**config.mk**
```make
export PLATFORM = sky130hd
export DESIGN_NAME = pbgp_front
export DESIGN_NICKNAME = d
export VERILOG_FILES = /design/src/sv/pbgp_pkg.sv /design/src/sv/pbgp_front.sv
export SDC_FILE = /design/constraint.sdc
export NUM_CORES = 1
export LEC_CHECK = 0
export BUFFER_PORTS_ARGS = -buffer_cell sky130_fd_sc_hd__buf_4
export CAP_MARGIN = 5
export CELL_PAD_IN_SITES_DETAIL_PLACEMENT = 1
export CELL_PAD_IN_SITES_GLOBAL_PLACEMENT = 1
export CORE_AREA = 8 8 143 131
export CTS_BUF_LIST = sky130_fd_sc_hd__clkbuf_8
export DETAILED_ROUTE_END_ITERATION = 6
export DIE_AREA = 0 0 151 139
export PLACE_DENSITY_LB_ADDON = 0.1
export SLEW_MARGIN = 0
export SYNTH_ARGS = -nofsm -noshare
export SYNTH_HDL_FRONTEND = slang
export SYNTH_SLANG_ARGS = --single-unit
```
**constraint.sdc**
```tcl
create_clock -name clk_i -period 4.5 [get_ports clk_i]
set_clock_uncertainty 0.15 [all_clocks]
set_input_delay 0.45 -clock clk_i [delete_from_list [all_inputs] [get_ports clk_i]]
set_output_delay 0.45 -clock clk_i [all_outputs]
set_load 0.01 [all_outputs]
```
**src/sv/pbgp_pkg.sv**
```systemverilog
// Shared types, constants and clamp helpers for the pixel box ground projection block.
package pbgp_pkg;

  localparam int unsigned PIXEL_BITS_DEF     = 12;
  localparam int unsigned COEF_FRAC_BITS_DEF = 19;
  localparam int unsigned ROW_BITS           = 63;
  localparam int unsigned HEIGHT_BITS        = 15;
  localparam int unsigned OFFSET_BITS        = 16;
  localparam int unsigned LIMIT_LOG2         = 40;
  // projected value range is +/-(2^40 + 2^15)
  localparam int unsigned VAL_BITS           = LIMIT_LOG2 + 2;
  localparam int unsigned DIF_BITS           = VAL_BITS + 1;
  localparam int unsigned CFG_IDX_BITS       = 3;
  localparam int unsigned QUEUE_DEPTH        = 2;

  localparam logic [HEIGHT_BITS-1:0] HEIGHT_RESET = 15'd1200;

  localparam logic signed [VAL_BITS-1:0] S32_MAX = VAL_BITS'(64'sh7fffffff);
  localparam logic signed [VAL_BITS-1:0] S32_MIN = VAL_BITS'(-64'sh80000000);
  localparam logic [DIF_BITS-1:0]        U31_MAX = DIF_BITS'(64'h7fffffff);

  typedef enum logic [CFG_IDX_BITS-1:0] {
    REG_ROW_ZERO,
    REG_ROW_ONE,
    REG_ROW_TWO,
    REG_CAM_HEIGHT,
    REG_LAT_OFFSET,
    REG_LONG_OFFSET
  } cfg_reg_e;

  typedef enum logic {
    MODE_POINT,
    MODE_WIDTH_LENGTH
  } mode_e;

  typedef enum logic [1:0] {
    PT_BOTTOM_MID,
    PT_BOTTOM_LEFT,
    PT_BOTTOM_RIGHT,
    PT_TOP_MID
  } point_e;

  typedef enum logic [1:0] {
    FAULT_NONE,
    FAULT_ZERO_DEN,
    FAULT_SATURATED
  } fault_e;

  typedef struct packed {
    mode_e  mode;
    point_e pt;
  } pt_tag_t;

  // side information that rides along the divider pipeline
  typedef struct packed {
    logic    vld;
    pt_tag_t tag;
    logic    neg_x;
    logic    neg_z;
    logic    num_x_neg;
    logic    num_z_neg;
    logic    x_zero;
    logic    z_zero;
    logic    den_zero;
  } div_side_t;

  typedef struct packed {
    logic                       vld;
    pt_tag_t                    tag;
    logic signed [VAL_BITS-1:0] lat;
    logic signed [VAL_BITS-1:0] fwd;
    logic                       zero_den;
    logic                       sat;
  } pt_res_t;

  typedef struct packed {
    logic signed [VAL_BITS-1:0] val;
    logic                       sat;
  } lane_out_t;

  typedef struct packed {
    logic [31:0] val;
    logic        sat;
  } clamp32_t;

  typedef struct packed {
    logic [30:0] val;
    logic        sat;
  } clamp31_t;

  function automatic clamp32_t clamp_s32(input logic signed [VAL_BITS-1:0] v);
    clamp32_t r;
    if (v > S32_MAX) begin
      r.val = 32'h7fffffff;
      r.sat = 1'b1;
    end else if (v < S32_MIN) begin
      r.val = 32'h80000000;
      r.sat = 1'b1;
    end else begin
      r.val = v[31:0];
      r.sat = 1'b0;
    end
    return r;
  endfunction

  function automatic clamp31_t abs_clamp31(input logic signed [DIF_BITS-1:0] d);
    clamp31_t            r;
    logic [DIF_BITS-1:0] m;
    m = d[DIF_BITS-1] ? DIF_BITS'(-d) : d;
    if (m > U31_MAX) begin
      r.val = 31'h7fffffff;
      r.sat = 1'b1;
    end else begin
      r.val = m[30:0];
      r.sat = 1'b0;
    end
    return r;
  endfunction

endpackage

```
**src/sv/pbgp_front.sv**
```systemverilog
// Front end: takes box commands and queues them for the projection back end.
module pbgp_front #(
  parameter int unsigned PIXEL_BITS = pbgp_pkg::PIXEL_BITS_DEF
) (
  input  logic                    clk_i,
  input  logic                    rst_ni,
  input  logic                    start_i,
  output logic                    busy_o,
  input  logic                    op_i,
  input  logic [PIXEL_BITS-1:0]   box_left_i,
  input  logic [PIXEL_BITS-1:0]   box_top_i,
  input  logic [PIXEL_BITS-1:0]   box_width_i,
  input  logic [PIXEL_BITS-1:0]   box_height_i,
  input  logic                    pop_i,
  output logic                    q_valid_o,
  output logic [4*PIXEL_BITS:0]   q_item_o
);

  localparam int unsigned ITEM_W = 4 * PIXEL_BITS + 1;
  localparam int unsigned PTR_W  = $clog2(pbgp_pkg::QUEUE_DEPTH);

  logic [ITEM_W-1:0] mem_q [pbgp_pkg::QUEUE_DEPTH];
  logic [PTR_W-1:0]  wr_ptr_q, wr_ptr_d;
  logic [PTR_W-1:0]  rd_ptr_q, rd_ptr_d;
  logic [PTR_W:0]    cnt_q, cnt_d;
  logic              push, pop;
  pbgp_pkg::mode_e   mode;

  assign busy_o    = (cnt_q == (PTR_W+1)'(pbgp_pkg::QUEUE_DEPTH));
  assign q_valid_o = (cnt_q != '0);
  assign q_item_o  = mem_q[rd_ptr_q];
  assign push      = start_i && !busy_o;
  assign pop       = pop_i && q_valid_o;

  // the mode bit decides how many points the back end issues
  assign mode = op_i ? pbgp_pkg::MODE_WIDTH_LENGTH : pbgp_pkg::MODE_POINT;

  always_comb begin
    wr_ptr_d = push ? PTR_W'(wr_ptr_q + 1'b1) : wr_ptr_q;
    rd_ptr_d = pop ? PTR_W'(rd_ptr_q + 1'b1) : rd_ptr_q;
    cnt_d    = cnt_q + (PTR_W+1)'(push) - (PTR_W+1)'(pop);
  end

  always_ff @(posedge clk_i or negedge rst_ni) begin
    if (!rst_ni) begin
      wr_ptr_q <= '0;
      rd_ptr_q <= '0;
      cnt_q    <= '0;
    end else begin
      wr_ptr_q <= wr_ptr_d;
      rd_ptr_q <= rd_ptr_d;
      cnt_q    <= cnt_d;
    end
  end

  always_ff @(posedge clk_i) begin
    if (push) begin
      mem_q[wr_ptr_q] <= {mode, box_left_i, box_top_i, box_width_i, box_height_i};
    end
  end

endmodule

```
==> results_dict.tcl, run 1 <==
set metrics [dict create \
    cts_max_level 3 \
    clock_sinks 102 \
    crit_path_max_fanout 50 \
    status "finished, final reports clean" \
    avgViaCountPerCell 3.809 \
    hold_violations 0 \
    drcViolationCount 0 \
    wl_per_cell_um 16.68 \
    gr-total-overflow 0 \
    cts_tree "built" \
    placedCellCount 481 \
    io-pin-count 104 \
    max_freq_mhz 385.9 \
    ys_seq_elements 102 \
    irDropWorstVdd_mv 0.2150 \
    grt.total_usage_pct 8.100 \
    die_h_um 139 \
    seq_area_frac_synth_pct 76.17 \
    max_slew_margin_pct 34.66 \
    cts_resized 0 \
    cp_slowest_cell "dfrtp_4" \
    gp_congestion 0.6407 \
    final_cell_mix "105 x buf_4, 98 x edfxtp_1, 49 x mux2_4, 9 x clkbuf_8" \
    fin_cells 498 \
    rr_startpoint "cnt_q[1]" \
    cts.clk_slew.worst_paths_ns 0.10 \
    sw_frac_of_total_pct 29.85 \
    layout.nets 337 \
    pwr-share-comb_pct 35.4 \
    grt_first_pass_wirelength_um 12570 \
    synth_cell_types 15 \
    netlist_instances 171 \
    dieWidth_um 151 \
    clk_latency_ns 0.36 \
    first_pass_iters 4 \
    nFillCells 1718 \
    start_util_pct 24.30 \
    p_int_uw 2157 \
    p_per_area_nw_per_um2 600.2 \
    antenna_found_initial 0 \
    hold_path.class "input port to flop" \
    diodes 0 \
    areaGrowthSynthToFinish_pct 28.25 \
    drive_gt1_share_pct 59.93 \
    tightest_slew_ns 0.9802 \
    postRouteAntennaNets 0 \
    seq_power_share_pct 48.3 \
    drt_iter0_drc 42 \
    grt_pass1_vias 2248 \
    maxSlewViolCount 0 \
    maxCapViolCount 0 \
    layout_commonest_cell "buf_4" \
    crit_chain "mux2_4 > buf_4" \
    syn-num-nets 226 \
    clkPwrFrac_pct 16.2 \
    yosysWarnings 0 \
    cp-start-kind "flop" \
    grt_max_degree 51 \
    cp-end-kind "output pin" \
    cp-startpoint "rd_ptr_q" \
    setup_viol_count_final 0 \
    multi_input_area_um2 842.1 \
    cp.required_ns 3.90 \
    synth_area_per_cell_um2 23.36 \
    routed_wl_um 8305 \
    tns_ns 0 \
    crit_arrival_ns 1.99 \
    p_switching_uw 917.9 \
    dieArea_um2 20990 \
    fin_crit_sh_pct 57.58 \
    clk_path_buf_depth 2 \
    io_buffer_count 103 \
    p_leak_uw 0.002009 \
    hold_start "box_height_i[7]" \
    design.core.area_um2 16440 \
    cts_made_buffers 9 \
    fin_crit_ns 2.591 \
    placementRows 45 \
    rsz0062_at_grt "false" \
    path_class "flop to output pin" \
    regArea_um2 3047 \
    dp_hpwl_um 5699 \
    slowest_delay_ns 1.08 \
    vias 1897 \
    cts_root_buf "clkbuf_8" \
    netlist_area_um2 3995 \
]
## sequential cells by signal, summed over array words and instances, names as in the netlist
signal	cells
cnt_q	2
mem_q	98
rd_ptr_q	1
wr_ptr_q	1
## layout make-up
type | count | area share, %
clock inverters | 7 | 0.8059
flip-flops and latches | 102 | 59.46
repair buffers | 106 | 15.58
inverters | 2 | 0.1465
multi-input cells | 61 | 16.43
clock buffers | 9 | 2.418
well taps | 211 | 5.153
## critical path: cells and delay by family, from the launching register on
family	cells	cell delay (ns)
buffers and inverters	1	0.15
DFF	1	1.08
muxes	1	0.36
## routing by layer
layer  GRT usage (%)  wire length (µm)  part of all wire (%)  vias up
met1           8.466              3271                    39      950
li1                -                 -                     -      883
met4           3.748               158                   1.9        0
met2           13.97              4366                    53       54
met3           3.132               508                   6.1       10
met5               0                 0                     0        -
## path summary, 6_finish.rpt
| kind | endpoint | slack, ns | depth (start not counted) |
|---|---|---|---|
| max | q_item_o[2] | 1.91 | 2 |
| min | mem_q[0][7] | 0.11 | 1 |
| max reg2reg | mem_q[1][23] | 2.34 | 3 |
| min reg2reg | cnt_q[1] | 0.35 | 1 |
| max in group asynchronous | rd_ptr_q | 3.82 | 2 |
| min in group asynchronous | rd_ptr_q | 0.26 | 2 |
## through the flow
stage                     hold WS, ns  power [µW]  instance area, µm²  utilization [%]  setup WS [ns]
after floorplan              0.004409        2211                3995                -          1.242
after global placement         0.1044        2651                4949            30.10          2.228
after detailed placement       0.1016        2652                4949            30.10          2.257
after CTS                     0.07682        3166                5124            31.16          1.823
after global routing          0.07536        3258                5124            31.16          1.774
final                          0.1123        3075                5124            31.16          1.909
## cell usage after synthesis, drive strengths merged
| master | count | area (µm²) |
|---|---|---|
| nand2 | 1 | 3.750 |
| xor2 | 1 | 8.760 |
| xnor2 | 3 | 26.28 |
| buf | 6 | 111.4 |
| and2 | 1 | 8.760 |
| dfrtp | 4 | 100.1 |
| and3 | 1 | 6.260 |
| edfxtp | 98 | 2943 |
| mux2 | 49 | 735.7 |
| nor2 | 1 | 3.750 |
| ha | 2 | 25.02 |
| inv | 2 | 7.510 |
| nand2b | 1 | 6.260 |
| or2 | 1 | 8.760 |
## timing repair
action / 4_1_cts / 5_1_grt
setup endpoints to repair: 0 / 0
setup buffers: 0 / 0
hold buffers: 1 / 0
endpoints found under the hold margin: 4 / 0
## logic make-up (layout without fill, tap and decap cells)
family,count (synthesis),after routing,synth area share [%]
AND/OR/NAND/NOR,6,6,0.9397
adder cells (fa/ha/maj),2,2,0.6263
multiplexers,49,49,18.42
flip-flops,102,102,76.17
buffers and inverters,8,124,2.975
XOR/XNOR,4,4,0.8771
## power by group through the flow
stage	logic (µW)	registers [µW]	clock network, µW
global route	1180	1520	555
CTS	1130	1500	531
finish	1090	1490	499
detailed placement	1130	1520	0
floorplan	837	1370	0
global placement	1130	1520	0
Power figures use the tool's default switching activity.
==> inputs of run 2 (changes only) <==
clock period = 2.6 ns   (was 4.5 ns; I/O delays follow)
==> run 2 against run 1 <==
  * Combinational power increased by 100%
  * Power increased by 76%
  * Via count rose by 11%
  * Final cell count up 11%
  * Critical path depth increased by 1
  * Wire length is 5.5% higher
  * Sequential cell count unchanged
  * Setup slack got worse by 1.4 ns
  * Core utilization up 3.1 points
  * Critical path type unchanged
==> results_dict.tcl, run 2 (synthesis gave the netlist of run 1 again) <==
set metrics [dict create \
    status "finished, final reports clean" \
    dp_hpwl_um 5814 \
    postRouteAntennaNets 0 \
    grt_max_degree 30 \
    slowest_delay_ns 0.44 \
    dieWidth_um 151 \
    cp-end-kind "output pin" \
    path_common_cell "buf_4" \
    postCtsSetupRepairBufs 0 \
    die_h_um 139 \
    clock_sinks 102 \
    ff2ff_setup_slack_ns 0.73 \
    cts_root_buf "clkbuf_8" \
    reg.largest.list "mem_q: 98 flops, cnt_q: 2 flops" \
    drive_gt1_share_pct 51.47 \
    hold_start "pop_i" \
    timing.rr.end "cnt_q[1]" \
    vias 2108 \
    design.core.area_um2 16440 \
    power_uw 5412 \
    avgViaCountPerCell 3.826 \
    gr-total-overflow 0 \
    crit_path_max_fanout 26 \
    crit_arrival_ns 1.73 \
    r2r_cells 7 \
    cp-start-kind "flop" \
    clk_path_buf_depth 2 \
    io-pin-count 104 \
    routed_wl_um 8765 \
    clk_latency_ns 0.36 \
    start_util_pct 24.30 \
    max_freq_mhz 467.8 \
    irDropWorstVdd_mv 0.3351 \
    dpl_cell_area_um2 4979 \
    min_to "rd_ptr_q" \
    tns_ns 0 \
    cts_made_buffers 9 \
    grt.total_usage_pct 8.487 \
    max_slew_margin_pct 64.97 \
    layout.nets 390 \
    grt_pass1_vias 2372 \
    top_register "mem_q" \
    cts_hold_buf 50 \
    first_pass_iters 4 \
    fin_area_um2 5635 \
    fin_crit_ns 2.138 \
    fin_crit_sh_pct 82.22 \
    p_leak_uw 0.002235 \
    drt_iter0_drc 66 \
    rsz0062_at_grt "false" \
    holdPathStages 3 \
    cts_max_level 3 \
    dieArea_um2 20990 \
    cp.required_ns 2.19 \
    final_cell_mix "109 x buf_4, 98 x edfxtp_1, 50 x dlygate4sd3_1, 49 x mux2_4, 9 x clkbuf_8" \
    crit_chain "buf_4 > mux2_4 > buf_4" \
    drcViolationCount 0 \
    placementRows 45 \
    path_class "flop to output pin" \
    p_per_area_nw_per_um2 960.3 \
    diodes 0 \
    maxCapViolCount 0 \
    rr_startpoint "cnt_q[1]" \
    cts_tree "built" \
    hold_violations 0 \
    tightest_slew_ns 0.5254 \
    wl_per_cell_um 15.91 \
    setup_viol_count_final 0 \
    cts.clk_slew.worst_paths_ns 0.09 \
    cts_resized 0 \
    largest_reg_flops 98 \
    grt_first_pass_wirelength_um 13280 \
    areaGrowthSynthToFinish_pct 41.06 \
    hold_path.class "input port to flop" \
    gp_congestion 0.6118 \
    antenna_found_initial 0 \
    maxSlewViolCount 0 \
    io_buffer_count 103 \
    cp_slowest_cell "buf_4" \
    layout_commonest_cell "buf_4" \
]
==> run 2: report_power, final <==
part	leakage [µW]	switching, µW	internal, µW
registers	0.000956	99.9	2250
logic	0.00120	1010	1200
clock network	0.0000827	510	332
total	0.00223	1620	3790
==> run 2: worst max-delay path by stage <==
stage,cells past startpoint,startpoint,slack (ns),end
2_1_floorplan,3,cnt_q[1],0.16,mem_q[0][0]
3_3_place_gp,7,cnt_q[1],0.80,cnt_q[1]
3_5_place_dp,7,cnt_q[1],0.74,cnt_q[1]
4_1_cts,3,rd_ptr_q,0.39,q_item_o[21]
5_1_grt,3,rd_ptr_q,0.36,q_item_o[48]
6_report,3,rd_ptr_q,0.46,q_item_o[21]
==> run 2: per-stage QoR <==
stage | std cells | setup WS (ns) | utilization (%) | hold WS, ns
4_1_cts | 551 | 0.3881 | 34.28 | 0.01274
3_3_place_gp | 485 | 0.7969 | 30.28 | -0.08458
2_1_floorplan | 171 | 0.1567 | - | -0.1856
6_report | 551 | 0.4623 | 34.28 | 0.04790
3_5_place_dp | 485 | 0.7402 | 30.28 | -0.08501
5_1_grt | 551 | 0.3555 | 34.28 | 0.04252
==> run 2: layout make-up <==
type | count | area [µm²]
multi-input combinational | 61 | 842.1
timing repair buffer | 159 | 1319
fill | 1677 | 10810
inverter | 2 | 7.507
clock inverter | 7 | 32.53
clock buffer | 9 | 123.9
tap | 211 | 264.0
sequential | 102 | 3047
==> run 2: layer usage <==
metal	global-route usage, %	up-vias	wire (µm)
met5	0	-	0
met4	4.060	0	139
met3	2.806	11	617
met2	13.50	62	4180
met1	10.09	1047	3827
li1	-	988	-
==> run 2: critical path: cells and delay by family (launching register included) <==
| family | cells | cell delay, ns |
|---|---|---|
| buffers and inverters | 2 | 0.59 |
| flip-flops | 1 | 0.41 |
| multiplexers | 1 | 0.35 |
==> inputs of run 3 (changes only) <==
clock period = 1.9 ns   (was 2.6 ns; I/O delays follow)
==> run 3 against run 2 <==
  * The run now ends with setup timing left
  * Global-route usage shrank 0.11 points
  * Final area grew 6.0%
  * Power grew 50%
  * Setup slack lost 0.47 ns
  * Highest routed layer unchanged
==> results_dict.tcl, run 3 (synthesis gave the netlist of run 1 again) <==
set metrics [dict create \
    status "finished, violations left" \
    violations "setup timing" \
    hold_violations 0 \
    reg.largest.list "mem_q: 98 flops, cnt_q: 2 flops" \
    fin_crit_ns 1.908 \
    top_register "mem_q" \
    gp_congestion 0.6291 \
    drive_gt1_share_pct 52.74 \
    p_int_uw 5768 \
    avgViaCountPerCell 3.817 \
    drcViolationCount 0 \
    path_class "flop to output pin" \
    first_pass_iters 3 \
    routed_wl_um 8743 \
    pwr-share-comb_pct 44.0 \
    pre_cts_slack_ns 0.07485 \
    dieWidth_um 151 \
    dieArea_um2 20990 \
    cp.required_ns 1.56 \
    crit_path_max_fanout 14 \
    max_freq_mhz 524.2 \
    grt.total_usage_pct 8.373 \
    cts_tree "built" \
    grt_max_degree 27 \
    seq_power_share_pct 40.1 \
    cts.clk_slew.worst_paths_ns 0.09 \
    antenna_found_initial 0 \
    fin_crit_sh_pct 100.4 \
    gr-total-overflow 0 \
    irDropWorstVdd_mv 0.4777 \
    maxCapViolCount 0 \
    start_util_pct 24.30 \
    maxSlewViolCount 0 \
    rr_startpoint "cnt_q[1]" \
    crit_arrival_ns 1.57 \
    vias 2130 \
    placementRows 45 \
    hold_path.class "input port to flop" \
    cp-end-kind "output pin" \
    dp_hpwl_um 5834 \
    rsz0062_at_grt "true" \
    p_per_area_nw_per_um2 1357 \
    diodes 0 \
    layout.nets 398 \
    p_leak_uw 0.002354 \
    fin_ws_ns -0.007549 \
    clk_path_buf_depth 2 \
    cts_root_buf "clkbuf_8" \
    max_slew_margin_pct 85.20 \
    clk_latency_ns 0.36 \
    io_buffer_count 103 \
    nFillCells 1659 \
    areaGrowthSynthToFinish_pct 49.45 \
    largest_reg_flops 98 \
    setup_viol_count_final 6 \
    postRouteAntennaNets 0 \
    clkPwrFrac_pct 15.9 \
    final_cell_mix "98 x edfxtp_1, 68 x buf_4, 53 x dlygate4sd3_1, 49 x mux2_4, 39 x buf_6" \
    sw_frac_of_total_pct 28.81 \
    drt_iter0_drc 45 \
    wl_per_cell_um 15.67 \
    p_switching_uw 2335 \
    tns_ns -0.03068 \
    hold_start "box_width_i[11]" \
    io-pin-count 104 \
    layout_commonest_cell "edfxtp_1" \
    design.core.area_um2 16440 \
    cp-start-kind "flop" \
    grt_first_pass_wirelength_um 12990 \
    die_h_um 139 \
    grt_pass1_vias 2289 \
    tightest_slew_ns 0.2213 \
    clock_sinks 102 \
    cp-startpoint "rd_ptr_q" \
    whs_ns 0.4007 \
    cts_max_level 3 \
    cts_made_buffers 9 \
]
==> run 3: final timing paths <==
kind                       cells past startpoint      endpoint  slack [ns]
max                                            3  q_item_o[20]      -0.008
min                                            2  mem_q[0][23]        0.40
max reg2reg                                    7      cnt_q[1]        0.10
min reg2reg                                    1      wr_ptr_q        0.40
max in group asynchronous                      3      rd_ptr_q        0.80
min in group asynchronous                      3      rd_ptr_q        0.59
==> run 3: power groups by stage <==
stage	Combinational, µW	Sequential, µW	Clock [µW]
final	3560	3250	1290
after global routing	3830	3300	1450
after CTS	3640	3260	1380
after detailed placement	3170	3360	0
after global placement	3190	3340	0
after floorplan	1990	3240	0
==> run 3: timing repair <==
action | CTS | global route
hold buffers | 53 | 0
resized for setup | 39 | 2
hold endpoints to repair | 104 | 0
setup buffers | 2 | 1
pin swaps | 0 | 1
endpoints found under the setup margin | 41 | 50
==> run 3: cell type report <==
type	count	area, µm²	share of cell area [%]
clock buffers	9	123.9	2.075
clock inverters	6	53.80	0.9011
inverters	2	7.507	0.1257
multi-input cells	61	854.6	14.31
flip-flops and latches	102	3047	51.03
well taps	211	264.0	4.422
repair buffers	167	1620	27.14
==> run 3: critical path, cell delays in order (launching register included) <==
cell and delay (ns):
dfrtp_4 0.57, buf_12 0.19, mux2_4 0.32, buf_6 0.12
==> run 3: stage by stage <==
stage	utilization (%)	total power, µW	instances	instance area [µm²]
2_1_floorplan	-	5231	171	4006
3_3_place_gp	30.92	6523	487	5084
3_5_place_dp	30.92	6536	487	5084
4_1_cts	36.21	8289	557	5953
5_1_grt	36.32	8585	558	5971
6_report	36.32	8103	558	5971
==> run 3: per-layer routing <==
metal	GRT usage, %	share of wire, %	vias up
met1	9.650	42	1056
met3	4.144	8.2	5
met4	2.186	1.1	0
li1	-	-	1004
met5	0	0	-
met2	13.50	49	65
