--- src/sv/pbgp_pkg.sv ---
// Shared types, constants and clamp helpers for the pixel box ground projection block.
package pbgp_pkg;

  localparam int unsigned PIXEL_BITS_DEF     = 12;
  localparam int unsigned COEF_FRAC_BITS_DEF = 19;
  localparam int unsigned ROW_BITS           = 63;
  localparam int unsigned HEIGHT_BITS        = 15;
  localparam int unsigned OFFSET_BITS        = 16;
  localparam int unsigned LIMIT_LOG2         = 40;
  // projected value range is +/-(2^40 + 2^15)
  localparam int unsigned VAL_BITS           = LIMIT_LOG2 + 2;
  localparam int unsigned DIF_BITS           = VAL_BITS + 1;
  localparam int unsigned CFG_IDX_BITS       = 3;
  localparam int unsigned QUEUE_DEPTH        = 2;

  localparam logic [HEIGHT_BITS-1:0] HEIGHT_RESET = 15'd1200;

  localparam logic signed [VAL_BITS-1:0] S32_MAX = VAL_BITS'(64'sh7fffffff);
  localparam logic signed [VAL_BITS-1:0] S32_MIN = VAL_BITS'(-64'sh80000000);
  localparam logic [DIF_BITS-1:0]        U31_MAX = DIF_BITS'(64'h7fffffff);

  typedef enum logic [CFG_IDX_BITS-1:0] {
    REG_ROW_ZERO,
    REG_ROW_ONE,
    REG_ROW_TWO,
    REG_CAM_HEIGHT,
    REG_LAT_OFFSET,
    REG_LONG_OFFSET
  } cfg_reg_e;

  typedef enum logic {
    MODE_POINT,
    MODE_WIDTH_LENGTH
  } mode_e;

  typedef enum logic [1:0] {
    PT_BOTTOM_MID,
    PT_BOTTOM_LEFT,
    PT_BOTTOM_RIGHT,
    PT_TOP_MID
  } point_e;

  typedef enum logic [1:0] {
    FAULT_NONE,
    FAULT_ZERO_DEN,
    FAULT_SATURATED
  } fault_e;

  typedef struct packed {
    mode_e  mode;
    point_e pt;
  } pt_tag_t;

  // side information that rides along the divider pipeline
  typedef struct packed {
    logic    vld;
    pt_tag_t tag;
    logic    neg_x;
    logic    neg_z;
    logic    num_x_neg;
    logic    num_z_neg;
    logic    x_zero;
    logic    z_zero;
    logic    den_zero;
  } div_side_t;

  typedef struct packed {
    logic                       vld;
    pt_tag_t                    tag;
    logic signed [VAL_BITS-1:0] lat;
    logic signed [VAL_BITS-1:0] fwd;
    logic                       zero_den;
    logic                       sat;
  } pt_res_t;

  typedef struct packed {
    logic signed [VAL_BITS-1:0] val;
    logic                       sat;
  } lane_out_t;

  typedef struct packed {
    logic [31:0] val;
    logic        sat;
  } clamp32_t;

  typedef struct packed {
    logic [30:0] val;
    logic        sat;
  } clamp31_t;

  function automatic clamp32_t clamp_s32(input logic signed [VAL_BITS-1:0] v);
    clamp32_t r;
    if (v > S32_MAX) begin
      r.val = 32'h7fffffff;
      r.sat = 1'b1;
    end else if (v < S32_MIN) begin
      r.val = 32'h80000000;
      r.sat = 1'b1;
    end else begin
      r.val = v[31:0];
      r.sat = 1'b0;
    end
    return r;
  endfunction

  function automatic clamp31_t abs_clamp31(input logic signed [DIF_BITS-1:0] d);
    clamp31_t            r;
    logic [DIF_BITS-1:0] m;
    m = d[DIF_BITS-1] ? DIF_BITS'(-d) : d;
    if (m > U31_MAX) begin
      r.val = 31'h7fffffff;
      r.sat = 1'b1;
    end else begin
      r.val = m[30:0];
      r.sat = 1'b0;
    end
    return r;
  endfunction

endpackage

--- src/sv/pbgp_collect.sv ---
// Back end tail: combines the projected points of one box into a result.
module pbgp_collect (
  input  logic              clk_i,
  input  logic              rst_ni,
  input  pbgp_pkg::pt_res_t res_i,
  output logic              done_o,
  output logic [31:0]       world_lateral_o,
  output logic [31:0]       world_distance_o,
  output logic [30:0]       world_width_o,
  output logic [30:0]       world_length_o,
  output logic [1:0]        fault_o
);

  localparam int unsigned VB = pbgp_pkg::VAL_BITS;
  localparam int unsigned DB = pbgp_pkg::DIF_BITS;

  logic signed [VB-1:0] bm_lat_q, bm_lat_d;
  logic signed [VB-1:0] bm_dist_q, bm_dist_d;
  logic signed [VB-1:0] l_lat_q, l_lat_d;
  logic [30:0]          wid_q, wid_d;
  logic                 accz_q, accz_d;
  logic                 accs_q, accs_d;

  logic                 done_q, done_d;
  logic [31:0]          lat_q, lat_d, dist_q, dist_d;
  logic [30:0]          width_q, width_d, len_q, len_d;
  pbgp_pkg::fault_e     fault_q, fault_d;

  logic                 first, last, wl;
  logic                 zf, sf;
  logic signed [VB-1:0] out_lat, out_dist;
  pbgp_pkg::clamp31_t   wclamp, lclamp;
  pbgp_pkg::clamp32_t   lat_c, dist_c;

  assign first = (res_i.tag.pt == pbgp_pkg::PT_BOTTOM_MID);
  assign wl    = (res_i.tag.mode == pbgp_pkg::MODE_WIDTH_LENGTH);
  assign last  = !wl || (res_i.tag.pt == pbgp_pkg::PT_TOP_MID);

  assign wclamp   = pbgp_pkg::abs_clamp31(DB'(l_lat_q) - DB'(res_i.lat));
  assign lclamp   = pbgp_pkg::abs_clamp31(DB'(res_i.fwd) - DB'(bm_dist_q));
  assign out_lat  = wl ? bm_lat_q : res_i.lat;
  assign out_dist = wl ? bm_dist_q : res_i.fwd;
  assign lat_c    = pbgp_pkg::clamp_s32(out_lat);
  assign dist_c   = pbgp_pkg::clamp_s32(out_dist);

  always_comb begin
    bm_lat_d  = bm_lat_q;
    bm_dist_d = bm_dist_q;
    l_lat_d   = l_lat_q;
    wid_d     = wid_q;
    zf        = (first ? 1'b0 : accz_q) | res_i.zero_den;
    sf        = (first ? 1'b0 : accs_q) | res_i.sat;
    case (res_i.tag.pt)
      pbgp_pkg::PT_BOTTOM_MID: begin
        bm_lat_d  = res_i.lat;
        bm_dist_d = res_i.fwd;
      end
      pbgp_pkg::PT_BOTTOM_LEFT: begin
        l_lat_d = res_i.lat;
      end
      pbgp_pkg::PT_BOTTOM_RIGHT: begin
        wid_d = wclamp.val;
        sf    = sf | wclamp.sat;
      end
      pbgp_pkg::PT_TOP_MID: begin
        sf = sf | lclamp.sat;
      end
      default: begin
        wid_d = wid_q;
      end
    endcase

    accz_d = res_i.vld ? zf : accz_q;
    accs_d = res_i.vld ? sf : accs_q;

    done_d  = res_i.vld && last;
    lat_d   = lat_c.val;
    dist_d  = dist_c.val;
    width_d = wl ? wid_q : '0;
    len_d   = wl ? lclamp.val : '0;
    if (zf) begin
      fault_d = pbgp_pkg::FAULT_ZERO_DEN;
    end else if (sf || lat_c.sat || dist_c.sat) begin
      fault_d = pbgp_pkg::FAULT_SATURATED;
    end else begin
      fault_d = pbgp_pkg::FAULT_NONE;
    end
  end

  always_ff @(posedge clk_i or negedge rst_ni) begin
    if (!rst_ni) begin
      done_q <= 1'b0;
      accz_q <= 1'b0;
      accs_q <= 1'b0;
    end else begin
      done_q <= done_d;
      accz_q <= accz_d;
      accs_q <= accs_d;
    end
  end

  always_ff @(posedge clk_i) begin
    if (res_i.vld) begin
      bm_lat_q  <= bm_lat_d;
      bm_dist_q <= bm_dist_d;
      l_lat_q   <= l_lat_d;
      wid_q     <= wid_d;
    end
    if (done_d) begin
      lat_q   <= lat_d;
      dist_q  <= dist_d;
      width_q <= width_d;
      len_q   <= len_d;
      fault_q <= fault_d;
    end
  end

  assign done_o           = done_q;
  assign world_lateral_o  = lat_q;
  assign world_distance_o = dist_q;
  assign world_width_o    = width_q;
  assign world_length_o   = len_q;
  assign fault_o          = fault_q;

endmodule

--- config.mk ---
export PLATFORM = sky130hd
export DESIGN_NAME = pbgp_collect
export DESIGN_NICKNAME = d
export VERILOG_FILES = /design/src/sv/pbgp_pkg.sv /design/src/sv/pbgp_collect.sv
export SDC_FILE = /design/constraint.sdc
export NUM_CORES = 1
export LEC_CHECK = 0
export ABC_AREA = 1
export BUFFER_PORTS_ARGS = -buffer_cell sky130_fd_sc_hd__buf_2
export CORE_MARGIN = 2
export CORE_UTILIZATION = 30
export DETAILED_ROUTE_END_ITERATION = 16
export GPL_TIMING_DRIVEN = 0
export MAX_ROUTING_LAYER = met4
export PLACE_DENSITY_LB_ADDON = 0.1
export SLEW_MARGIN = 15
export SYNTH_ARGS = -nofsm -noshare
export SYNTH_HDL_FRONTEND = slang
export SYNTH_SLANG_ARGS = --single-unit
--- constraint.sdc ---
create_clock -name clk_i -period 3.4 [get_ports clk_i]
set_input_delay 0.51 -clock clk_i [delete_from_list [all_inputs] [get_ports clk_i]]
set_output_delay 0.51 -clock clk_i [all_outputs]
set_load 0.1 [all_outputs]
==> flow_summary.html, run 1 <==
<table>
<tr><th>Metric</th><th>Value</th></tr>
<tr><th colspan="2">Synthesis</th></tr>
<tr><td>Count of warnings emitted by yosys</td><td>0</td></tr>
<tr><td>Share of synthesized registers carrying an async set or reset</td><td>1.042%</td></tr>
<tr><td>Dominant register cell in the synthesized netlist</td><td>sky130_fd_sc_hd__edfxtp_1</td></tr>
<tr><td>Syn avg cell area</td><td>6.959 sq um</td></tr>
<tr><td>Most area-hungry cell type in the Yosys netlist</td><td>sky130_fd_sc_hd__edfxtp_1</td></tr>
<tr><td>Cell count after synthesis</td><td>3086</td></tr>
<tr><td>Register bit count reported by yosys</td><td>288</td></tr>
<tr><td>Number of synthesized flops with an enable pin</td><td>285</td></tr>
<tr><td>Net count of the mapped netlist</td><td>3266</td></tr>
<tr><td>Number of distinct library cells after synthesis</td><td>47</td></tr>
<tr><td>Share of Yosys cell area claimed by the top area cell type</td><td>39.85%</td></tr>
<tr><td>Top post-synthesis cells by area</td><td>sky130_fd_sc_hd__edfxtp_1 (40%), sky130_fd_sc_hd__nand2_1 (21%), sky130_fd_sc_hd__inv_1 (9.5%)</td></tr>
<tr><td>Synthesized cell area</td><td>21480 sq um</td></tr>
<tr><td>Sequential element share of the synthesized area</td><td>40.20%</td></tr>
<tr><th colspan="2">Cells and area</th></tr>
<tr><td>Most common cell after layout, fill and taps aside</td><td>sky130_fd_sc_hd__nand2_1</td></tr>
<tr><td>Fraction of layout cells with a size suffix above 1</td><td>25.94%</td></tr>
<tr><td>Commonest cells after routing, fill and taps aside</td><td>sky130_fd_sc_hd__nand2_1 (1042), sky130_fd_sc_hd__inv_1 (518), sky130_fd_sc_hd__edfxtp_1 (285)</td></tr>
<tr><td>Final core occ</td><td>39.57%</td></tr>
<tr><td>Syn-to-layout area delta</td><td>31.24%</td></tr>
<tr><td>Inserted Diodes</td><td>0</td></tr>
<tr><td>Design Area, Final</td><td>28190 sq um</td></tr>
<tr><td>Number of nets in the final layout</td><td>3624</td></tr>
<tr><th colspan="2">STA</th></tr>
<tr><td>Setup Skew</td><td>0.02843 ns</td></tr>
<tr><td>Min cycle time layout</td><td>3.781 ns</td></tr>
<tr><td>Fraction of the cycle the final worst path needs</td><td>111.2%</td></tr>
<tr><td>Hold Violations, Final</td><td>0</td></tr>
<tr><td>Normalized max-slew margin</td><td>45.26%</td></tr>
<tr><td>Final setup violating endpoints</td><td>64</td></tr>
<tr><td>Number of pins exceeding their max-slew limit in the final report</td><td>0</td></tr>
<tr><td>RSZ-0062 raised after global routing</td><td>true</td></tr>
<tr><td>Maximum operating frequency</td><td>0.2645 GHz</td></tr>
<tr><td>Transition at the pin with the smallest max-transition slack</td><td>0.8210 ns</td></tr>
<tr><td>Setup slack after layout</td><td>-0.3812 ns</td></tr>
<tr><th colspan="2">Placed design</th></tr>
<tr><td>Half-perimeter wire length after placement</td><td>58.20 mm</td></tr>
<tr><td>Post-DP Area</td><td>24180 sq um</td></tr>
<tr><td>Gpl congestion</td><td>0.9065</td></tr>
<tr><td>IO Port Bufs</td><td>220</td></tr>
<tr><th colspan="2">Status</th></tr>
<tr><td>Violations in the final reports</td><td>negative setup slack</td></tr>
<tr><td>Run status</td><td>finished with violations</td></tr>
<tr><th colspan="2">Clocking</th></tr>
<tr><td>Worst skew pair latency</td><td>0.57 ns</td></tr>
<tr><td>Clock Sink Count</td><td>288</td></tr>
<tr><td>Number of clock buffers inserted by TritonCTS</td><td>37</td></tr>
<tr><td>Maximum buffer depth of the clock tree</td><td>3</td></tr>
<tr><td>CTS HTree Levels</td><td>2</td></tr>
<tr><td>Clock tree root buffer cell</td><td>sky130_fd_sc_hd__clkbuf_16</td></tr>
<tr><td>CTS clock-pin slew for the worst setup and hold paths</td><td>0.06 ns</td></tr>
<tr><td>TritonCTS clock tree</td><td>done</td></tr>
<tr><th colspan="2">Detailed routing</th></tr>
<tr><td>Total DRC errors in the routed layout</td><td>0</td></tr>
<tr><td>Post-route ant nets</td><td>0</td></tr>
<tr><td>Routed Wire Length</td><td>72.14 mm</td></tr>
<tr><td>Number of vias per cell after detailed routing</td><td>4.554</td></tr>
<tr><td>Vias post-DR</td><td>20.13k</td></tr>
<tr><td>Average wire length per cell after detail routing</td><td>16.32 microns</td></tr>
<tr><td>Number of search-and-repair iterations in the first detailed-routing pass</td><td>5</td></tr>
<tr><td>Initial DRC count</td><td>924</td></tr>
<tr><th colspan="2">Setup path</th></tr>
<tr><td>Top fanout value on the critical path</td><td>7</td></tr>
<tr><td>Capturing element type of the critical path</td><td>flop</td></tr>
<tr><td>Critical path startpoint category</td><td>flop</td></tr>
<tr><td>Startpoint-to-endpoint class of the critical path</td><td>reg2reg</td></tr>
<tr><td>Critical path data arrival time</td><td>4.10 ns</td></tr>
<tr><td>Required time reported for the critical path endpoint</td><td>3.72 ns</td></tr>
<tr><th colspan="2">GRT</th></tr>
<tr><td>Global-route wire length before repair</td><td>108.9 mm</td></tr>
<tr><td>Maximum number of pins on one net before global-route repair</td><td>29</td></tr>
<tr><td>Number of antenna violations at the first check in global routing</td><td>1</td></tr>
<tr><td>GRT Total Usage</td><td>19.61%</td></tr>
<tr><td>Remaining global-route overflow</td><td>0</td></tr>
<tr><td>Via count of the first global-routing pass</td><td>19.81k</td></tr>
<tr><th colspan="2">Die</th></tr>
<tr><td>Core outline area</td><td>71240 sq um</td></tr>
<tr><td>Die Outline Area</td><td>73740 sq um</td></tr>
<tr><td>Floorplan die width</td><td>271.6 microns</td></tr>
<tr><td>Floorplan die height</td><td>271.6 microns</td></tr>
<tr><td>Effective utilization at floorplan</td><td>30.15%</td></tr>
<tr><td>Count of boundary I/O pins</td><td>221</td></tr>
<tr><td>Number of rows in the core area</td><td>98</td></tr>
<tr><th colspan="2">Pwr</th></tr>
<tr><td>Leakage power figure</td><td>13.46 nW</td></tr>
<tr><td>Overall power consumption</td><td>12.23 mW</td></tr>
<tr><td>Worst vdd rail ir drop</td><td>300.1 uV</td></tr>
<tr><td>Power Density</td><td>433.8 nW/um^2</td></tr>
<tr><th colspan="2">Flow run</th></tr>
<tr><td>Total of max-cap violations</td><td>0</td></tr>
<tr><th colspan="2">Worst hold path</th></tr>
<tr><td>Worst hold path type</td><td>in2reg</td></tr>
</table>
-- repair_timing --
action / CTS / global route
hold buffers: 1 / 0
pin swaps: 66 / 70
gates resized for setup: 249 / 359
setup buffers: 69 / 18
hold endpoints to repair: 3 / 0
gates cloned: 3 / 2
endpoints found under the setup margin: 64 / 88
-- critical path: stages (launching register included) --
cell and delay, ns:
sky130_fd_sc_hd__edfxtp_1 0.43, sky130_fd_sc_hd__ha_4 0.20, sky130_fd_sc_hd__fa_2 0.39, sky130_fd_sc_hd__clkinv_4 0.11, sky130_fd_sc_hd__nand3_4 0.08, sky130_fd_sc_hd__nand2_4 0.10
sky130_fd_sc_hd__nand2_4 0.06, sky130_fd_sc_hd__nand2_4 0.08, sky130_fd_sc_hd__nand3_4 0.08, sky130_fd_sc_hd__nor2_4 0.13, sky130_fd_sc_hd__nand2_2 0.09, sky130_fd_sc_hd__nor2_4 0.13
sky130_fd_sc_hd__nand4_1 0.27, sky130_fd_sc_hd__nor2_1 0.26, sky130_fd_sc_hd__nand4_1 0.17, sky130_fd_sc_hd__nand3_1 0.10, sky130_fd_sc_hd__nand2_1 0.07, sky130_fd_sc_hd__nor2_2 0.16
sky130_fd_sc_hd__nand3_4 0.09, sky130_fd_sc_hd__buf_12 0.16, sky130_fd_sc_hd__clkinv_8 0.07, sky130_fd_sc_hd__clkbuf_16 0.16, sky130_fd_sc_hd__nand2_2 0.05, sky130_fd_sc_hd__nand2_1 0.06
sky130_fd_sc_hd__inv_1 0.04
-- power by group --
| group | switching (mW) | internal [mW] |
|---|---|---|
| logic | 3.05 | 1.20 |
| clock network | 1.62 | 2.17 |
| registers | 0.0535 | 4.14 |
| total | 4.72 | 7.51 |
-- sequential cells by signal, indices dropped and copies added, names as in the netlist --
| name | cells |
|---|---|
| world_width_o | 31 |
| l_lat_q | 42 |
| bm_dist_q | 42 |
| fault_o | 2 |
| accz_q | 1 |
| wid_q | 31 |
| bm_lat_q | 42 |
| world_length_o | 31 |
| accs_q | 1 |
| world_lateral_o | 32 |
| done_o | 1 |
| world_distance_o | 32 |
-- cell families after synthesis --
kind of cell,count (synthesis),share of synthesized area (%)
simple gates,1812,34.77
buf+inv,607,10.93
flops,288,40.20
compound gates,234,6.577
fa+ha+maj,88,5.197
xor+xnor,57,2.325
-- through the flow --
stage          worst slack, ns  TNS [ns]  hold slack, ns  std cells
2_1_floorplan          -0.1323    -17.59          0.2144       3086
3_3_place_gp            -1.901   -568.56          0.3095       4256
3_5_place_dp            -1.307    -84.57          0.3097       4271
4_1_cts                -0.4461    -21.45          0.1140       4404
5_1_grt                -0.6352    -32.98          0.1331       4420
6_report               -0.3812    -17.42          0.1603       4420
-- cell type report --
cell class              count  area (sq um)
plain buffers              50         307.8
inverters                 555          2135
flip-flops and latches    288          8633
well taps                 950          1189
repair buffers            321          2187
fillers                  7619         43050
clock inverters            21         151.4
multi-input cells        2191         12590
clock buffers              44         994.7
-- layer usage --
metal	wire, microns	track usage (%)
met5	0	-
met4	1814	5.205
met3	2154	2.256
met2	37060	35.24
met1	31110	23.08
-- final timing paths --
kind                                   start                end  slack [ns]  depth (start not counted)
worst max-delay path            bm_dist_q[0]  world_length_o[9]       -0.38                         24
worst min-delay path               res_i[58]        l_lat_q[14]        0.16                          1
worst max register to register  bm_dist_q[0]  world_length_o[9]       -0.38                         24
worst min register to register        accs_q             accs_q        0.49                          2
max in group asynchronous             rst_ni             accs_q        2.97                          2
min in group asynchronous             rst_ni             done_o        0.32                          2
-- synth_stat cells, types with 11 or more instances --
master                     count
sky130_fd_sc_hd__a21oi_1      72
sky130_fd_sc_hd__clkbuf_1     29
sky130_fd_sc_hd__edfxtp_1    285
sky130_fd_sc_hd__ha_1         86
sky130_fd_sc_hd__inv_1       545
sky130_fd_sc_hd__nand2_1    1209
sky130_fd_sc_hd__nand2_2      28
sky130_fd_sc_hd__nand3_1     201
sky130_fd_sc_hd__nand3_2      15
sky130_fd_sc_hd__nand4_1      42
sky130_fd_sc_hd__nor2_1      268
sky130_fd_sc_hd__nor2_2       16
sky130_fd_sc_hd__nor3_1       11
sky130_fd_sc_hd__o211ai_1     64
sky130_fd_sc_hd__o21ai_0      60
sky130_fd_sc_hd__o21ai_1      12
sky130_fd_sc_hd__xor2_1       49
Note: power is estimated with default switching activity, not from simulation.
==> run 2, diff against run 1 <==
Settings changed: SETUP_SLACK_MARGIN set to 0.1.
==> run 2 against run 1 <==
Non-clock buffer count down 29. The flow still finishes with violations (negative setup slack). Largest power group is now registers. Count of clock-buffer cells in the layout unchanged. Flip-flop and latch count unchanged. Die area unchanged. Highest routed layer unchanged. Sequential power about the same.
==> flow_summary.html, run 2 (same netlist as run 1, synthesis figures left out) <==
<table>
<tr><th>Metric</th><th>Value</th></tr>
<tr><th colspan="2">Status</th></tr>
<tr><td>Run status</td><td>finished with violations (unchanged)</td></tr>
<tr><td>Violations in the final reports</td><td>negative setup slack (unchanged)</td></tr>
<tr><th colspan="2">Pwr</th></tr>
<tr><td>Worst vdd rail ir drop</td><td>308.2 uV (was 300.1 uV)</td></tr>
<tr><td>Power Density</td><td>443.2 nW/um^2 (was 433.8 nW/um^2)</td></tr>
<tr><td>Leakage power figure</td><td>13.33 nW (was 13.46 nW)</td></tr>
<tr><td>Overall power consumption</td><td>12.37 mW (was 12.23 mW)</td></tr>
<tr><th colspan="2">Clocking</th></tr>
<tr><td>Clock tree root buffer cell</td><td>sky130_fd_sc_hd__clkbuf_16 (unchanged)</td></tr>
<tr><td>TritonCTS clock tree</td><td>done (unchanged)</td></tr>
<tr><td>Number of clock buffers inserted by TritonCTS</td><td>37 (unchanged)</td></tr>
<tr><td>CTS HTree Levels</td><td>2 (unchanged)</td></tr>
<tr><td>CTS clock-pin slew for the worst setup and hold paths</td><td>0.06 ns (about the same)</td></tr>
<tr><td>Maximum buffer depth of the clock tree</td><td>3 (unchanged)</td></tr>
<tr><td>Clock Sink Count</td><td>288 (unchanged)</td></tr>
<tr><td>Worst skew pair latency</td><td>0.57 ns (about the same)</td></tr>
<tr><th colspan="2">STA</th></tr>
<tr><td>Setup TNS</td><td>-17.83 ns (was -17.42 ns)</td></tr>
<tr><td>Hold Violations, Final</td><td>0 (unchanged)</td></tr>
<tr><td>RSZ-0062 raised after global routing</td><td>true (unchanged)</td></tr>
<tr><td>Min cycle time layout</td><td>3.853 ns (was 3.781 ns)</td></tr>
<tr><td>Setup slack after layout</td><td>-0.4530 ns (was -0.3812 ns)</td></tr>
<tr><td>Transition at the pin with the smallest max-transition slack</td><td>0.8479 ns (was 0.8210 ns)</td></tr>
<tr><td>Number of pins exceeding their max-slew limit in the final report</td><td>0 (unchanged)</td></tr>
<tr><td>Setup Skew</td><td>0.03545 ns (was 0.02843 ns)</td></tr>
<tr><td>Final setup violating endpoints</td><td>64 (unchanged)</td></tr>
<tr><td>Maximum operating frequency</td><td>0.2595 GHz (was 0.2645 GHz)</td></tr>
<tr><td>Fraction of the cycle the final worst path needs</td><td>113.3% (was 111.2%)</td></tr>
<tr><td>Normalized max-slew margin</td><td>43.47% (was 45.26%)</td></tr>
<tr><th colspan="2">Die</th></tr>
<tr><td>Floorplan die height</td><td>271.6 microns (unchanged)</td></tr>
<tr><td>Core outline area</td><td>71240 sq um (unchanged)</td></tr>
<tr><td>Count of boundary I/O pins</td><td>221 (unchanged)</td></tr>
<tr><td>Number of rows in the core area</td><td>98 (unchanged)</td></tr>
<tr><td>Floorplan die width</td><td>271.6 microns (unchanged)</td></tr>
<tr><td>Effective utilization at floorplan</td><td>30.15% (unchanged)</td></tr>
<tr><td>Die Outline Area</td><td>73740 sq um (unchanged)</td></tr>
<tr><th colspan="2">Setup path</th></tr>
<tr><td>R2r endpoint</td><td>world_length_o[7] (was world_length_o[9])</td></tr>
<tr><td>Top fanout value on the critical path</td><td>7 (unchanged)</td></tr>
<tr><td>Required time reported for the critical path endpoint</td><td>3.71 ns (was 3.72 ns)</td></tr>
<tr><td>Capturing element type of the critical path</td><td>flop (unchanged)</td></tr>
<tr><td>R2R Path Start</td><td>bm_dist_q[0] (unchanged)</td></tr>
<tr><td>Slack of the worst reg-to-reg path</td><td>-0.45 ns (was -0.38 ns)</td></tr>
<tr><td>Critical path startpoint category</td><td>flop (unchanged)</td></tr>
<tr><td>Critical path data arrival time</td><td>4.17 ns (was 4.10 ns)</td></tr>
<tr><td>Cell type with the highest occurrence count on the critical path</td><td>sky130_fd_sc_hd__nand2_1</td></tr>
<tr><td>Startpoint-to-endpoint class of the critical path</td><td>reg2reg (unchanged)</td></tr>
<tr><td>Depth of the most critical reg-to-reg path</td><td>25 (was 24)</td></tr>
<tr><td>Bufs and invs on worst path</td><td>4 (was 5)</td></tr>
<tr><td>Slowest CP cell</td><td>sky130_fd_sc_hd__edfxtp_1 (unchanged)</td></tr>
<tr><td>Gate family responsible for the most delay along the worst path</td><td>simple AND/OR/NAND/NOR gates (unchanged)</td></tr>
<tr><td>Highest cell delay on the worst timing path</td><td>0.44 ns (was 0.43 ns)</td></tr>
<tr><th colspan="2">Placed design</th></tr>
<tr><td>IO Port Bufs</td><td>220 (unchanged)</td></tr>
<tr><td>Gpl congestion</td><td>0.9083 (was 0.9065)</td></tr>
<tr><td>Half-perimeter wire length after placement</td><td>58.48 mm (was 58.20 mm)</td></tr>
<tr><td>Worst slack at placement</td><td>-1.311 ns (was -1.307 ns)</td></tr>
<tr><th colspan="2">GRT</th></tr>
<tr><td>Number of antenna violations at the first check in global routing</td><td>0 (was 1)</td></tr>
<tr><td>Maximum number of pins on one net before global-route repair</td><td>28 (was 29)</td></tr>
<tr><td>Remaining global-route overflow</td><td>0 (unchanged)</td></tr>
<tr><td>Via count of the first global-routing pass</td><td>19.72k (was 19.81k)</td></tr>
<tr><td>GRT Total Usage</td><td>19.53% (was 19.61%)</td></tr>
<tr><td>Global-route wire length before repair</td><td>108.6 mm (was 108.9 mm)</td></tr>
<tr><th colspan="2">Cells and area</th></tr>
<tr><td>Most common cell after layout, fill and taps aside</td><td>sky130_fd_sc_hd__nand2_1 (unchanged)</td></tr>
<tr><td>Fill cell count</td><td>7610 (was 7619)</td></tr>
<tr><td>Commonest cells after routing, fill and taps aside</td><td>sky130_fd_sc_hd__nand2_1 (1055), sky130_fd_sc_hd__inv_1 (523), sky130_fd_sc_hd__edfxtp_1 (285) (was sky130_fd_sc_hd__nand2_1 (1042), sky130_fd_sc_hd__inv_1 (518), sky130_fd_sc_hd__edfxtp_1 (285))</td></tr>
<tr><td>Syn-to-layout area delta</td><td>29.91% (was 31.24%)</td></tr>
<tr><td>Number of nets in the final layout</td><td>3595 (was 3624)</td></tr>
<tr><td>Inserted Diodes</td><td>0 (unchanged)</td></tr>
<tr><td>Fraction of layout cells with a size suffix above 1</td><td>24.66% (was 25.94%)</td></tr>
<tr><td>Biggest registers after layout</td><td>bm_dist_q (42), bm_lat_q (42), l_lat_q (42) (unchanged)</td></tr>
<tr><th colspan="2">Worst hold path</th></tr>
<tr><td>Worst hold path type</td><td>in2reg (unchanged)</td></tr>
<tr><td>Worst hold endpoint</td><td>l_lat_q[1] (was l_lat_q[14])</td></tr>
<tr><td>Startpoint of the lowest-slack hold path</td><td>res_i[45] (was res_i[58])</td></tr>
<tr><td>Count of cells along the worst hold path</td><td>1 (unchanged)</td></tr>
<tr><th colspan="2">Detailed routing</th></tr>
<tr><td>Average wire length per cell after detail routing</td><td>16.26 microns (was 16.32 microns)</td></tr>
<tr><td>Routed Wire Length</td><td>71.45 mm (was 72.14 mm)</td></tr>
<tr><td>Number of vias per cell after detailed routing</td><td>4.559 (was 4.554)</td></tr>
<tr><td>Number of search-and-repair iterations in the first detailed-routing pass</td><td>5 (unchanged)</td></tr>
<tr><td>Post-route ant nets</td><td>0 (unchanged)</td></tr>
<tr><td>Total DRC errors in the routed layout</td><td>0 (unchanged)</td></tr>
<tr><td>Initial DRC count</td><td>1130 (was 924)</td></tr>
<tr><td>Vias post-DR</td><td>20.03k (was 20.13k)</td></tr>
<tr><th colspan="2">Flow run</th></tr>
<tr><td>Total of max-cap violations</td><td>0 (unchanged)</td></tr>
</table>
## run 2: changes by cell type in the layout (fill, tap and decap cells not counted), moves of 6 or more
cell                      delta
sky130_fd_sc_hd__nand2_2     -8
sky130_fd_sc_hd__buf_6      -10
sky130_fd_sc_hd__nor2_4      -9
sky130_fd_sc_hd__nand2_4     -6
sky130_fd_sc_hd__nor2_2      +6
sky130_fd_sc_hd__nand2_1    +13
sky130_fd_sc_hd__buf_4      -19
## run 2: worst max-delay path by stage
stage                  start             endpoint  slack (ns)  cells after the start
2_1_floorplan      res_i[88]           fault_o[0]       -0.13                      4
3_3_place_gp       res_i[88]  world_distance_o[5]       -1.90                      5
3_5_place_dp       res_i[44]            wid_q[22]       -1.31                     25
4_1_cts         bm_dist_q[0]   world_length_o[27]       -0.48                     25
5_1_grt        bm_dist_q[16]    world_length_o[8]       -0.70                     26
6_report        bm_dist_q[0]    world_length_o[7]       -0.45                     25
## run 2: final cells by class
class / instances / area, sq um / share of cell area [%]
multi-input combinational: 2191 / 12510 / 44.83
sequential: 288 / 8633 / 30.94
inverter: 555 / 2125 / 7.615
timing repair buffer: 290 / 1893 / 6.785
tap: 950 / 1189 / 4.260
clock buffer: 44 / 952.2 / 3.413
buffer: 52 / 339.1 / 1.215
clock inverter: 23 / 262.8 / 0.9417
## run 2: timing repair
action / 4_1_cts / 5_1_grt
hold endpoints to repair: 3 / 0
setup endpoints to repair: 64 / 94
setup buffers: 29 / 20
resized for setup: 245 / 304
hold buffers: 1 / 0
pin swaps: 58 / 49
cloned: 3 / 2
## run 2: power breakdown
group,leakage (nW),total [mW],switching [mW],internal (mW)
Clock,0.588,4.01,1.62,2.40
Combinational,10.0,4.16,3.01,1.15
Sequential,2.73,4.19,0.0573,4.14
Total,13.3,12.4,4.68,7.68
## run 2: routing by layer
layer  vias up  GRT usage [%]  share of wire (%)
li1      10420              -                  -
met1      9199          22.63                 43
met2       304          34.94                 51
met3       106          2.388                3.1
met4         0          6.246                3.5
met5         -              -                  0
## run 2: metrics by stage
stage	util (%)	std cells	hold slack (ns)	area [sq um]
2_1_floorplan	-	3086	0.2144	21570
3_3_place_gp	33.50	4256	0.3081	23860
3_5_place_dp	33.96	4271	0.3083	24190
4_1_cts	37.22	4371	0.1075	26520
5_1_grt	39.16	4393	0.1178	27900
6_report	39.16	4393	0.1435	27900
## run 2: worst reg2reg max path, delay by kind of cell, from the launching register on
kind / cells / cell delay, ns
AO/OA/AOI/OAI: 1 / 0.21
flip-flops: 1 / 0.44
adder cells (fa/ha/maj): 2 / 0.60
buffers and inverters: 4 / 0.47
AND/OR/NAND/NOR: 18 / 1.88
==> run 3, diff against run 2 <==
Settings changed: CORE_UTILIZATION 30 to 50.
==> run 3 against run 2 <==
The flow still finishes with violations (negative setup slack). Non-clock buffer count rose by 37. Combinational power grew 2%. First-iteration DRC count is 8.8% higher. Final cell count down 8.8%. Sequential share of layout area rose by 0.67 points. Critical path depth shrank 1. Flip-flop and latch count unchanged. Sequential power barely moved. Clock power is 22% lower. Clock skew shrank 0.012 ns. Largest cell class unchanged. Highest routed layer unchanged.
==> flow_summary.html, run 3 (same netlist as run 1, synthesis figures left out) <==
<table>
<tr><th>Metric</th><th>Value</th></tr>
<tr><th colspan="2">Placed design</th></tr>
<tr><td>Number of cells in the design after placement</td><td>3858 (was 4271)</td></tr>
<tr><td>Post-DP Area</td><td>23600 sq um (was 24190 sq um)</td></tr>
<tr><td>Half-perimeter wire length after placement</td><td>52.53 mm (was 58.48 mm)</td></tr>
<tr><td>Worst slack at placement</td><td>-1.188 ns (was -1.311 ns)</td></tr>
<tr><td>Gpl congestion</td><td>0.9577 (was 0.9083)</td></tr>
<tr><td>IO Port Bufs</td><td>220 (unchanged)</td></tr>
<tr><th colspan="2">STA</th></tr>
<tr><td>Setup slack after layout</td><td>-0.5494 ns (was -0.4530 ns)</td></tr>
<tr><td>Number of pins exceeding their max-slew limit in the final report</td><td>0 (unchanged)</td></tr>
<tr><td>RSZ-0062 raised after global routing</td><td>true (unchanged)</td></tr>
<tr><td>Maximum operating frequency</td><td>0.2532 GHz (was 0.2595 GHz)</td></tr>
<tr><td>Transition at the pin with the smallest max-transition slack</td><td>1.297 ns (was 0.8479 ns)</td></tr>
<tr><td>Fraction of the cycle the final worst path needs</td><td>116.2% (was 113.3%)</td></tr>
<tr><td>Setup Skew</td><td>0.02296 ns (was 0.03545 ns)</td></tr>
<tr><td>Hold Violations, Final</td><td>0 (unchanged)</td></tr>
<tr><td>Normalized max-slew margin</td><td>13.52% (was 43.47%)</td></tr>
<tr><td>Min cycle time layout</td><td>3.949 ns (was 3.853 ns)</td></tr>
<tr><td>Final setup violating endpoints</td><td>64 (unchanged)</td></tr>
<tr><th colspan="2">Setup path</th></tr>
<tr><td>Startpoint-to-endpoint class of the critical path</td><td>reg2reg (unchanged)</td></tr>
<tr><td>Launch point of the critical path</td><td>bm_dist_q[0] (unchanged)</td></tr>
<tr><td>Capturing element type of the critical path</td><td>flop (unchanged)</td></tr>
<tr><td>Depth of the most critical reg-to-reg path</td><td>24 (was 25)</td></tr>
<tr><td>Gate family responsible for the most delay along the worst path</td><td>simple AND/OR/NAND/NOR gates (unchanged)</td></tr>
<tr><td>Top fanout value on the critical path</td><td>5 (was 7)</td></tr>
<tr><td>Sequence of cells on the critical path</td><td>ha_4 -&gt; fa_2 -&gt; inv_4 -&gt; nand2_1 -&gt; nand2_1 -&gt; nand3_2 -&gt; nand2_2 -&gt; nand2_1 -&gt; nand3_1 -&gt; nand2_2 -&gt; nor2_4 -&gt; nand4_1 -&gt; o21ai_2 -&gt; nand2_1 -&gt; nand2_1 -&gt; nand2_1 -&gt; nor2_2 -&gt; nand2_1 -&gt; nor2_2 -&gt; nand3_4 -&gt; buf_6 -&gt; clkbuf_16 -&gt; o21ai_2 -&gt; inv_1</td></tr>
<tr><td>Slowest CP cell</td><td>sky130_fd_sc_hd__edfxtp_1 (unchanged)</td></tr>
<tr><td>R2R Path Start</td><td>bm_dist_q[0] (unchanged)</td></tr>
<tr><td>Bufs and invs on worst path</td><td>4 (unchanged)</td></tr>
<tr><td>Critical path startpoint category</td><td>flop (unchanged)</td></tr>
<tr><td>Endpoint of the most critical setup path</td><td>world_length_o[18] (was world_length_o[7])</td></tr>
<tr><td>Highest cell delay on the worst timing path</td><td>0.43 ns (was 0.44 ns)</td></tr>
<tr><td>Critical path data arrival time</td><td>4.29 ns (was 4.17 ns)</td></tr>
<tr><td>R2r endpoint</td><td>world_length_o[18] (was world_length_o[7])</td></tr>
<tr><td>Required time reported for the critical path endpoint</td><td>3.74 ns (was 3.71 ns)</td></tr>
<tr><td>Total stage count of the critical path</td><td>24 (was 25)</td></tr>
<tr><td>Cell type with the highest occurrence count on the critical path</td><td>sky130_fd_sc_hd__nand2_1 (unchanged)</td></tr>
<tr><td>Slack of the worst reg-to-reg path</td><td>-0.55 ns (was -0.45 ns)</td></tr>
<tr><th colspan="2">Die</th></tr>
<tr><td>Floorplan die height</td><td>211.3 microns (was 271.6 microns)</td></tr>
<tr><td>Count of boundary I/O pins</td><td>221 (unchanged)</td></tr>
<tr><td>Number of rows in the core area</td><td>75 (was 98)</td></tr>
<tr><td>Effective utilization at floorplan</td><td>50.97% (was 30.15%)</td></tr>
<tr><td>Core outline area</td><td>42130 sq um (was 71240 sq um)</td></tr>
<tr><td>Floorplan die width</td><td>211.3 microns (was 271.6 microns)</td></tr>
<tr><td>Die Outline Area</td><td>44630 sq um (was 73740 sq um)</td></tr>
<tr><th colspan="2">Cells and area</th></tr>
<tr><td>Syn-to-layout area delta</td><td>27.15% (was 29.91%)</td></tr>
<tr><td>Most common cell after layout, fill and taps aside</td><td>sky130_fd_sc_hd__nand2_1 (unchanged)</td></tr>
<tr><td>Design Area, Final</td><td>27310 sq um (was 27900 sq um)</td></tr>
<tr><td>Number of nets in the final layout</td><td>3625 (was 3595)</td></tr>
<tr><td>Commonest cells after routing, fill and taps aside</td><td>sky130_fd_sc_hd__nand2_1 (1040), sky130_fd_sc_hd__inv_1 (526), sky130_fd_sc_hd__edfxtp_1 (285) (was sky130_fd_sc_hd__nand2_1 (1055), sky130_fd_sc_hd__inv_1 (523), sky130_fd_sc_hd__edfxtp_1 (285))</td></tr>
<tr><td>Final cell count without fillers</td><td>4008 (was 4393)</td></tr>
<tr><td>Biggest registers after layout</td><td>bm_dist_q (42), bm_lat_q (42), l_lat_q (42) (unchanged)</td></tr>
<tr><td>Inserted Diodes</td><td>0 (unchanged)</td></tr>
<tr><td>Fraction of layout cells with a size suffix above 1</td><td>25.60% (was 24.66%)</td></tr>
<tr><th colspan="2">Clocking</th></tr>
<tr><td>Clock tree root buffer cell</td><td>sky130_fd_sc_hd__clkbuf_16 (unchanged)</td></tr>
<tr><td>Number of clock buffers inserted by TritonCTS</td><td>30 (was 37)</td></tr>
<tr><td>CTS HTree Levels</td><td>1 (was 2)</td></tr>
<tr><td>Clock Sink Count</td><td>288 (unchanged)</td></tr>
<tr><td>CTS clock-pin slew for the worst setup and hold paths</td><td>0.07 ns (was 0.06 ns)</td></tr>
<tr><td>TritonCTS clock tree</td><td>done (unchanged)</td></tr>
<tr><td>Maximum buffer depth of the clock tree</td><td>3 (unchanged)</td></tr>
<tr><td>Worst skew pair latency</td><td>0.59 ns (was 0.57 ns)</td></tr>
<tr><th colspan="2">Detailed routing</th></tr>
<tr><td>Total DRC errors in the routed layout</td><td>0 (unchanged)</td></tr>
<tr><td>Initial DRC count</td><td>1230 (was 1130)</td></tr>
<tr><td>Average wire length per cell after detail routing</td><td>16.88 microns (was 16.26 microns)</td></tr>
<tr><td>Number of vias per cell after detailed routing</td><td>5.252 (was 4.559)</td></tr>
<tr><td>Routed Wire Length</td><td>67.64 mm (was 71.45 mm)</td></tr>
<tr><td>Number of search-and-repair iterations in the first detailed-routing pass</td><td>6 (was 5)</td></tr>
<tr><td>Post-route ant nets</td><td>0 (unchanged)</td></tr>
<tr><td>Vias post-DR</td><td>21.05k (was 20.03k)</td></tr>
<tr><th colspan="2">GRT</th></tr>
<tr><td>Maximum number of pins on one net before global-route repair</td><td>29 (was 28)</td></tr>
<tr><td>Number of antenna violations at the first check in global routing</td><td>0 (unchanged)</td></tr>
<tr><td>Via count of the first global-routing pass</td><td>20.10k (was 19.72k)</td></tr>
<tr><td>Global-route wire length before repair</td><td>102.0 mm (was 108.6 mm)</td></tr>
<tr><td>Remaining global-route overflow</td><td>0 (unchanged)</td></tr>
<tr><td>GRT Total Usage</td><td>30.07% (was 19.53%)</td></tr>
<tr><th colspan="2">Pwr</th></tr>
<tr><td>Leakage power figure</td><td>13.33 nW (about the same)</td></tr>
<tr><td>Worst vdd rail ir drop</td><td>487.8 uV (was 308.2 uV)</td></tr>
<tr><td>Power Density</td><td>422.9 nW/um^2 (was 443.2 nW/um^2)</td></tr>
<tr><th colspan="2">Worst hold path</th></tr>
<tr><td>Worst hold path type</td><td>in2reg (unchanged)</td></tr>
<tr><th colspan="2">Status</th></tr>
<tr><td>Run status</td><td>finished with violations (unchanged)</td></tr>
<tr><td>Violations in the final reports</td><td>negative setup slack (unchanged)</td></tr>
<tr><th colspan="2">Flow run</th></tr>
<tr><td>Total of max-cap violations</td><td>0 (unchanged)</td></tr>
</table>
==> run 3: power breakdown <==
group	switching, mW	leakage [nW]	internal, mW
clock network	1.39	0.454	1.73
logic	3.04	10.2	1.20
registers	0.0547	2.73	4.13
total	4.48	13.3	7.06
==> run 3: how the worst min path moves through the flow <==
stage	from	to	slack, ns	cells after the start
after floorplan	rst_ni	accs_q	0.21	0
after detailed placement	rst_ni	accz_q	0.31	1
after CTS	res_i[45]	l_lat_q[1]	0.10	1
after global placement	rst_ni	done_o	0.31	1
after global routing	res_i[54]	l_lat_q[10]	0.11	1
final	res_i[6]	bm_dist_q[4]	0.13	1
==> run 3: metal layers <==
metal	global-route usage, %	wire length [microns]	share of wire (%)	up-vias
met5	-	0	0	-
met4	12.14	2998	4.4	0
met3	2.661	2597	3.8	164
met2	55.50	35540	53	538
met1	33.33	26510	39	9850
li1	-	-	-	10500
==> run 3: final cells by class <==
type,count,area [sq um]
Timing Repair Buffer,327,2151
Inverter,555,2118
Tap cell,539,674.4
Multi-Input combinational cell,2191,12480
Fill cell,3691,14830
Sequential cell,288,8633
Clock buffer,37,798.3
Buffer,52,335.3
Clock inverter,19,117.6
==> run 3: timing repair <==
action | CTS | global route
hold buffers | 1 | 0
pin swaps | 62 | 81
endpoints found under the hold margin | 3 | 0
cloned | 4 | 2
buffers inserted | 57 | 33
gates resized for setup | 226 | 336
setup endpoints to repair | 64 | 64
==> run 3: through the flow <==
stage | hold WS (ns) | utilization [%] | TNS (ns) | total power [mW]
finish | 0.1293 | 64.81 | -26.25 | 11.55
global placement | 0.3052 | 55.42 | -313.55 | 7.783
detailed placement | 0.3113 | 56.02 | -70.17 | 7.847
global route | 0.1134 | 64.81 | -37.13 | 12.09
floorplan | 0.2144 | - | -17.94 | 6.990
CTS | 0.1027 | 61.29 | -22.03 | 11.19
